<file path="src/lerb_pkg.sv">
// lerb_pkg: shared types and constants for the line echo ring buffer
// no dependencies; imported by lerb_ctrl and line_echo_ring_buffer_top
`default_nettype none

package lerb_pkg;

  // opcode values of an input word
  localparam logic OP_RX    = 1'b0;  // byte received
  localparam logic OP_READY = 1'b1;  // transmitter ready for next byte

  localparam logic [7:0] CH_LF = 8'h0a;
  localparam logic [7:0] CH_CR = 8'h0d;

  typedef struct packed {
    logic       opcode;
    logic [7:0] rx_byte;
  } in_word_t;

  typedef struct packed {
    logic [7:0] tx_byte;
    logic       stops_after;
  } out_word_t;

  // read slot status passed from control to the output stage
  typedef struct packed {
    logic valid;
    logic stop;
  } rd_slot_t;

  function automatic logic is_line_end(input logic [7:0] c);
    return (c == CH_LF) || (c == CH_CR);
  endfunction

  function automatic logic [7:0] line_end_partner(input logic [7:0] c);
    return (c == CH_LF) ? CH_CR : CH_LF;
  endfunction

endpackage

`default_nettype wire

</file>
<file path="src/lerb_line_mem.sv">
// lerb_line_mem: line store, one write port and one registered read port
// no package dependency
`default_nettype none

module lerb_line_mem #(
  parameter int DEPTH = 256,
  parameter int AW    = $clog2(DEPTH)
) (
  input  wire logic          clk,
  input  wire logic          we,
  input  wire logic [AW-1:0] waddr,
  input  wire logic [7:0]    wdata,
  input  wire logic          re,
  input  wire logic [AW-1:0] raddr,
  output logic      [7:0]    rdata
);

  logic [7:0] mem [DEPTH];

  always_ff @(posedge clk) begin
    if (we) begin
      mem[waddr] <= wdata;
    end
  end

  // read data holds until the next read
  always_ff @(posedge clk) begin
    if (re) begin
      rdata <= mem[raddr];
    end
  end

endmodule

`default_nettype wire

</file>
<file path="src/lerb_ctrl.sv">
// lerb_ctrl: pointers, sending flags, second write of a line end, read slot
// depends on lerb_pkg; drives the ports of lerb_line_mem
`default_nettype none

module lerb_ctrl #(
  parameter int DEPTH = 256,
  parameter int AW    = $clog2(DEPTH)
) (
  input  wire logic                clk,
  input  wire logic                rst,
  input  wire logic                in_valid,
  input  wire lerb_pkg::in_word_t  in_word,
  output logic                     in_stall,
  input  wire logic                out_free,
  output logic                     mem_we,
  output logic [AW-1:0]            mem_waddr,
  output logic [7:0]               mem_wdata,
  output logic                     mem_re,
  output logic [AW-1:0]            mem_raddr,
  input  wire logic [7:0]          rd_data,
  output lerb_pkg::rd_slot_t       slot
);

  import lerb_pkg::*;

  localparam logic [AW-1:0] LAST = AW'(DEPTH - 1);

  logic [AW-1:0] wptr;
  logic [AW-1:0] rptr;
  logic          sending;
  logic          stop_pending;
  logic          second_pending;
  logic [7:0]    second_byte;

  logic accept;
  logic rx_acc;
  logic rd_acc;
  logic slot_adv;
  logic pend_now;

  function automatic logic [AW-1:0] wrap_inc(input logic [AW-1:0] p);
    return (p == LAST) ? '0 : p + 1'b1;
  endfunction

  assign slot_adv = slot.valid && out_free;
  // second write of a line end owns the write port; a held slot blocks reads
  assign in_stall = second_pending || (slot.valid && !out_free);
  assign accept   = in_valid && !in_stall;
  assign rx_acc   = accept && (in_word.opcode == OP_RX);
  assign rd_acc   = accept && (in_word.opcode == OP_READY) && sending;

  // stop pending as seen after the item in the read slot resolves
  assign pend_now = slot.valid ? (!slot.stop && is_line_end(rd_data)) : stop_pending;

  always_comb begin
    mem_we    = 1'b0;
    mem_waddr = wptr;
    mem_wdata = in_word.rx_byte;
    if (second_pending) begin
      mem_we    = 1'b1;
      mem_wdata = second_byte;
    end else if (rx_acc) begin
      mem_we    = 1'b1;
    end
  end

  assign mem_re    = rd_acc;
  assign mem_raddr = rptr;

  always_ff @(posedge clk) begin
    if (rst) begin
      wptr           <= '0;
      rptr           <= '0;
      sending        <= 1'b0;
      stop_pending   <= 1'b0;
      second_pending <= 1'b0;
      slot           <= '0;
    end else begin
      if (mem_we) begin
        wptr <= wrap_inc(wptr);
      end
      second_pending <= rx_acc && is_line_end(in_word.rx_byte);
      if (rx_acc && is_line_end(in_word.rx_byte)) begin
        sending <= 1'b1;
      end else if (rd_acc && pend_now) begin
        sending <= 1'b0;
      end
      if (rd_acc) begin
        rptr         <= wrap_inc(rptr);
        stop_pending <= 1'b0;
        slot.valid   <= 1'b1;
        slot.stop    <= pend_now;
      end else if (slot_adv) begin
        stop_pending <= pend_now;
        slot.valid   <= 1'b0;
      end
    end
  end

  always_ff @(posedge clk) begin
    if (rx_acc) begin
      second_byte <= line_end_partner(in_word.rx_byte);
    end
  end

endmodule

`default_nettype wire

</file>
<file path="src/line_echo_ring_buffer_top.sv">
// line_echo_ring_buffer_top: top level of the line echo ring buffer
// depends on lerb_pkg, lerb_ctrl and lerb_line_mem
`default_nettype none

// Line echo ring buffer. Each input word is either a received byte (opcode 0)
// or a transmitter-ready event (opcode 1). Received bytes go into a DEPTH-entry
// ring at the write pointer; a CR or LF is followed by its partner (LF or CR)
// and switches sending on. While sending, each ready event reads one byte at
// the read pointer and emits it as an output word; once a CR or LF has been
// sent, one more byte goes out with stops_after set and sending switches off.
// A ready event while not sending is taken and gives no output word. Both
// pointers wrap at DEPTH and overrun is not flagged. A CR or LF is followed
// by a stall: its partner is written through the single write port of the
// line store in the following cycle, during which in_stall is high (this also
// keeps a read away from the entry being written). The output word of a ready
// event passes through the memory read register and then the output
// register, and waits in the read slot while the output register is held.
// in_stall also rises when a read result and the output register are both
// waiting on out_stall. The store has no reset; entries are valid once
// written.

module line_echo_ring_buffer_top #(
  parameter int DEPTH = 256
) (
  input  wire logic                clk,
  input  wire logic                rst,
  input  wire logic                in_valid,
  input  wire lerb_pkg::in_word_t  in_word,
  output logic                     in_stall,
  output logic                     out_valid,
  output lerb_pkg::out_word_t      out_word,
  input  wire logic                out_stall
);

  import lerb_pkg::*;

  localparam int AW = $clog2(DEPTH);

  logic          mem_we;
  logic [AW-1:0] mem_waddr;
  logic [7:0]    mem_wdata;
  logic          mem_re;
  logic [AW-1:0] mem_raddr;
  logic [7:0]    rd_data;
  rd_slot_t      slot;
  logic          out_free;

  // output register can take the read slot when empty or being drained
  assign out_free = !out_valid || !out_stall;

  lerb_ctrl #(
    .DEPTH (DEPTH),
    .AW    (AW)
  ) u_ctrl (
    .clk       (clk),
    .rst       (rst),
    .in_valid  (in_valid),
    .in_word   (in_word),
    .in_stall  (in_stall),
    .out_free  (out_free),
    .mem_we    (mem_we),
    .mem_waddr (mem_waddr),
    .mem_wdata (mem_wdata),
    .mem_re    (mem_re),
    .mem_raddr (mem_raddr),
    .rd_data   (rd_data),
    .slot      (slot)
  );

  lerb_line_mem #(
    .DEPTH (DEPTH),
    .AW    (AW)
  ) u_mem (
    .clk   (clk),
    .we    (mem_we),
    .waddr (mem_waddr),
    .wdata (mem_wdata),
    .re    (mem_re),
    .raddr (mem_raddr),
    .rdata (rd_data)
  );

  // output register: holds a word until the receiver takes it
  always_ff @(posedge clk) begin
    if (rst) begin
      out_valid <= 1'b0;
    end else if (slot.valid && out_free) begin
      out_valid <= 1'b1;
    end else if (!out_stall) begin
      out_valid <= 1'b0;
    end
  end

  always_ff @(posedge clk) begin
    if (slot.valid && out_free) begin
      out_word.tx_byte     <= rd_data;
      out_word.stops_after <= slot.stop;
    end
  end

endmodule

`default_nettype wire
</file>
<file path="config.mk">
export PLATFORM = sky130hd
export DESIGN_NAME = line_echo_ring_buffer_top
export DESIGN_NICKNAME = d
export VERILOG_FILES = /design/src/lerb_pkg.sv /design/src/lerb_line_mem.sv /design/src/lerb_ctrl.sv /design/src/line_echo_ring_buffer_top.sv
export SDC_FILE = /design/constraint.sdc
export NUM_CORES = 2
export LEC_CHECK = 0
export BUFFER_PORTS_ARGS = -buffer_cell sky130_fd_sc_hd__buf_2
export CORE_MARGIN = 2
export CORE_UTILIZATION = 39
export DETAILED_ROUTE_END_ITERATION = 10
export SETUP_SLACK_MARGIN = 0.3
export SLEW_MARGIN = 20
export SYNTH_ARGS = -nofsm -noshare
export SYNTH_HDL_FRONTEND = slang
export SYNTH_HIERARCHICAL = 1
export SYNTH_SLANG_ARGS = --single-unit
</file>
<file path="constraint.sdc">
create_clock -name clk -period 22.1 [get_ports clk]
set_clock_uncertainty 0.2 [all_clocks]
set_input_delay 4.42 -clock clk [delete_from_list [all_inputs] [get_ports clk]]
set_output_delay 4.42 -clock clk [all_outputs]
set_load 0.005 [all_outputs]
</file>
* Word-level counts from Yosys, hierarchy flattened *
Memory sizes are Yosys's and may differ from the RTL's. A register that Yosys moved wholly into a read port is not among the register bits.
Cells that the tools add are included.

storage, ports and cells
  bits in writable memories = 2048
  memories = 1
  bits in read-only memories = 0
  word-level logic and storage cells = 58
  output and inout port bits = 11
  flip-flop bits (word level) = 39
  bits in latches = 0
  input bits = 13

memories
  name       words  width  rd ports  clocked after memory_dff  wr ports  RTL line             text
  u_mem.mem  256    8      1         1                         1         lerb_line_mem.sv:18  logic [7:0] mem [DEPTH];

operators by class
  bitwise logic cells = 1
  add/subtract/negate cells = 2
  reductions and logical operators = 21
  shift operators = 0
  multipliers = 0
  order comparisons = 0
  divide/modulo/power cells = 0
  multiplexer cells = 15
  equality and inequality tests = 7

operator list
  kind                   count
  $eq A8 B4 Y1 const B   4
  $mux W8                3
  $add A8 B1 Y8 const B  2
  $eq A8 B8 Y1 const B   2
  $mux W1                11
  $logic_and A1 B1 Y1    9
  $logic_not A1 Y1       5
  $logic_or A1 B1 Y1     4
  $reduce_bool A2 Y1     2
  $mux W3                1
  $ne A2 B1 Y1 const B   1
  $reduce_or A2 Y1       1
  $not A1 Y1             1

* Longest topological paths before layout *
  depth in word-level cells = 12
  depth in mapped cells = 11
  depth with buffers taken out = 6

* Hierarchy *
Netlist, hierarchy kept.

by module, submodules not included
  module                     instances  area an instance (um2)  seq. area each (um2)  cells each
  lerb_line_mem              1          79636.4                 61739.2               3733
  lerb_ctrl                  1          1242.4                  480.5                 137
  line_echo_ring_buffer_top  1          309.0                   290.3                 14

* Worst setup path after synthesis *
No wires, ideal clock.

  path kind = input to register
  start point = in in_word[0] (netlist bit)
  end point = mem u_mem.mem[0][0], data pin
  required time = 19.711 ns
  path buffers = 0
  setup time = 2.189 ns
  stages = 2
  setup slack = 5.335 ns
  arrival = 14.376 ns
  cells stage by stage = inv_1 > o21ai_0

on the way
  longest elaborated chain between the ends = 1

ends and longest elaborated chain
  what                    RTL line                         text
  start, declared         line_echo_ring_buffer_top.sv:28  input wire lerb_pkg::in_word_t in_word,
  $mux W8                 lerb_ctrl.sv:59                  if (second_pending) begin
  named net mem_wdata[0]  line_echo_ring_buffer_top.sv:41  logic [7:0] mem_wdata;
  end, declared           lerb_line_mem.sv:18

The timed path passes the listed nets, and every way through them passes these cells.

* Final worst setup path *
  start point = in out_stall
  end point = out in_stall

on the way
  longest elaborated chain between the ends = 5

ends and longest elaborated chain
  what                 RTL line                         text
  start, declared      line_echo_ring_buffer_top.sv:32  input wire logic out_stall
  $logic_not A1 Y1     --
  $logic_or A1 B1 Y1   line_echo_ring_buffer_top.sv:49  assign out_free = !out_valid || !out_stall;
  named net out_free   line_echo_ring_buffer_top.sv:46  logic out_free;
  $logic_not A1 Y1     lerb_ctrl.sv:47                  assign in_stall = second_pending || (slot.valid && !out_free);
  $logic_and A1 B1 Y1  lerb_ctrl.sv:47
  $logic_or A1 B1 Y1   lerb_ctrl.sv:47
  end, declared        line_echo_ring_buffer_top.sv:29  output logic in_stall,

The timed path passes the listed nets, and every way through them passes these cells.

==> impl_metrics.yaml <==
timing:
  hold_viol_final: 0
  worst_slew_pin_slew_ns: 1.176
  drv_slew: 0
  setup_tns_ns: 0
  finalCriticalPeriod_ns: 9.703
  relSlewSlack: 0.2161
  fmax_mhz: 103.1
  rsz0062_at_grt: "false"
  finalWorstSetupSlack_ns: 12.40
  post-route-period-util: 0.4390
  hold_ws_ns: 0.2683
  final-setup-viol-count: 0
clock_network:
  cts_inserted_buffers: 200
  cts_tree: "built"
  clockRootBuffer: "clkbuf_16"
  htree_num_levels: 4
  clock-sinks: 2089
  hold_buffers: 0
  cts_resized: 0
  worstSkewPairLatency_ns: 0.84
  path_clk_slew_ns: 0.06
  clockBufferDepth: 3
  post_cts_buffers: 0
power_and_ir_drop:
  power.total_mw: 7.892
  power.share.clock: 0.436
  p_sw_frac: 0.1999
  pwr-share-seq: 0.552
  power_density_mw_per_mm2: 86.86
  combPwrFrac: 0.012
  switching_power_mw: 1.577
  p_int_mw: 6.314
  peakVddDrop_mv: 0.07731
  p_leak_nw: 26.40
floorplan:
  start_util: 0.3921
  die_h_um: 460.3
  row_count: 167
  dieWidth_um: 460.3
  design.core.area_sq_mm: 0.2071
  die-area_sq_mm: 0.2118
  ios: 24
logic_synthesis:
  yosys_warnings: 6
  synthesis.area_sq_mm: 0.08119
  yosys.area.top_type_share: 0.7645
  yosys-top-cells-area: "edfxtp_1 76%, mux4_2 13%, mux2i_1 1.7%"
  syn_nets: 3899
  synth.yosys.seq_area_share: 0.7699
  synthDominantAreaCellType: "edfxtp_1"
  synth_cell_types: 74
  synth_edf_count: 2067
  synthFlopType: "edfxtp_1"
  syn_area_per_cell_sq_um: 20.90
  syn_inst: 3884
  synth_commonest_cells: "2,067 x edfxtp_1, 454 x mux4_2, 290 x nor2_1"
  yosysMostFrequentCell: "edfxtp_1"
  synth_seq_cells: 2089
  async_flop_share: 0
outcome:
  run_status: "complete, no violations"
route:
  drt_wl_total_mm: 202.8
  drcViolationCount: 0
  routed_via_density: 5.745
  drt-initial-drc-count: 4713
  routedWlPerCell_um: 29.38
  dr.pass1.iters: 6
  via_count: 39660
  ant_nets: 0
global_routing:
  gr-usage-all-layers: 0.1897
  grt_pass1_wl_mm: 289.6
  gr-total-overflow: 0
  antenna_found_initial: 7
  grt_max_degree: 198
  grt_pass1_vias: 39270
critical_path:
  endpoint_kind: "output pin"
  cp_max_fo: 4
  crit_type: "input port to output pin"
  critical_path_required_ns: 17.48
  critPathLaunchType: "input port"
  worstPathArrival_ns: 5.08
  rr_worst_depth: 8
placement:
  place_ws_ns: 12.40
  portBuffers: 23
  place.gp.congestion: 0.8355
  dpl.hpwl_mm: 119.8
cells_and_area:
  syn_to_final_growth_pct: 11.91
  multi_input_area_sq_mm: 0.01734
  nNetsFinal: 3962
  post-route-util: 0.4388
  seq_area_sq_mm: 0.06253
  drive_above_1_share: 0.2193
  n_fill_cell: 17420
hold_path:
  hp-class: "flop to flop"
  hold_depth: 0
flow_run:
  drv_cap: 0
flip-flops by register name, summed over array words and instances (netlist names):
signal and count:
out_word 9, out_valid 1, u_ctrl/sending 1, u_ctrl/slot 2, u_ctrl/second_pending 1, u_ctrl/mem_waddr 8, u_ctrl/stop_pending 1, u_mem/mem 2048
u_ctrl/second_byte 2, u_ctrl/mem_raddr 8, u_mem/rdata 8
final cells by class:
cell class / instances / share of cell area
tap: 2788 / 0.03839
clock inverter: 125 / 0.01445
multi-input combinational: 1548 / 0.1908
antenna: 1 / 0.00002754
sequential: 2089 / 0.6882
timing repair buffer: 98 / 0.009599
clock buffer: 244 / 0.05805
inverter: 10 / 0.0004682
through the flow:
step | cells | area [sq um]
floorplan | 3884 | 81190
global placement | 6529 | 84170
detailed placement | 6529 | 84180
CTS | 6898 | 90770
global route | 6903 | 90850
finish | 6903 | 90850
metal layers:
layer / share of wire / GRT usage / wire, um
met2: 0.47 / 0.2960 / 95330
met4: 0.026 / 0.05557 / 5341
met3: 0.085 / 0.03857 / 17150
met1: 0.42 / 0.2699 / 84970
met5: 0.00010 / 0 / 21
cell families (layout without fill, tap and decap cells):
logic type,Yosys count,count (layout),synth area share
AOI/OAI and AO/OA,415,415,0.03628
xor gates and xnor gates,2,2,0.0002158
adders and majority gates,2,2,0.0003082
other,0,1,0
buffers and inverters,247,477,0.01874
muxes,598,598,0.1442
and+or+nand+nor,531,531,0.03034
DFF,2089,2089,0.7699
cell usage in the layout (no fill, tap or decap), drive strengths merged, types with 7 or more instances in the layout:
| master | netlist | routed |
|---|---|---|
| buf | 124 | 98 |
| bufinv | 0 | 21 |
| o221ai | 47 | 47 |
| clkinv | 2 | 83 |
| mux2i | 137 | 137 |
| mux4 | 456 | 456 |
| a211oi | 16 | 16 |
| dfxtp | 22 | 22 |
| clkinvlp | 0 | 16 |
| nor2 | 290 | 290 |
| nor2b | 41 | 41 |
| nand2 | 46 | 46 |
| nor3 | 24 | 24 |
| a22o | 8 | 8 |
| o21ai | 17 | 17 |
| nor4 | 28 | 28 |
| a221oi | 14 | 14 |
| nand4 | 11 | 11 |
| o22ai | 28 | 28 |
| and2 | 9 | 9 |
| inv | 8 | 15 |
| edfxtp | 2067 | 2067 |
| a31oi | 7 | 7 |
| a21oi | 106 | 106 |
| a22oi | 133 | 133 |
| clkbuf | 113 | 244 |
| nand3 | 40 | 40 |
| nand2b | 11 | 11 |
| o211ai | 10 | 10 |
critical path: stages:
cell      delay [ns]
buf_2           0.11
nand2_1         0.16
nand2b_1        0.20
nand2b_1        0.08
buf_2           0.12
worst paths after layout:
check,startpoint,slack [ns],to
worst max register to register,u_ctrl/mem_raddr[0],16.37,u_mem/rdata[2]
worst max-delay path,out_stall,12.40,in_stall
worst min register to register,u_mem/rdata[1],0.27,out_word[2]
worst min-delay path,u_mem/rdata[1],0.27,out_word[2]
power groups by stage:
| stage | logic, mW | clock network (mW) | registers [mW] |
|---|---|---|---|
| floorplan | 0.0387 | 0 | 4.46 |
| finish | 0.0978 | 3.44 | 4.36 |
| CTS | 0.0978 | 3.50 | 4.35 |
| global route | 0.104 | 3.65 | 4.35 |
| global placement | 0.0949 | 0 | 4.44 |
| detailed placement | 0.0982 | 0 | 4.44 |
Note: power is estimated with default switching activity, not from simulation.
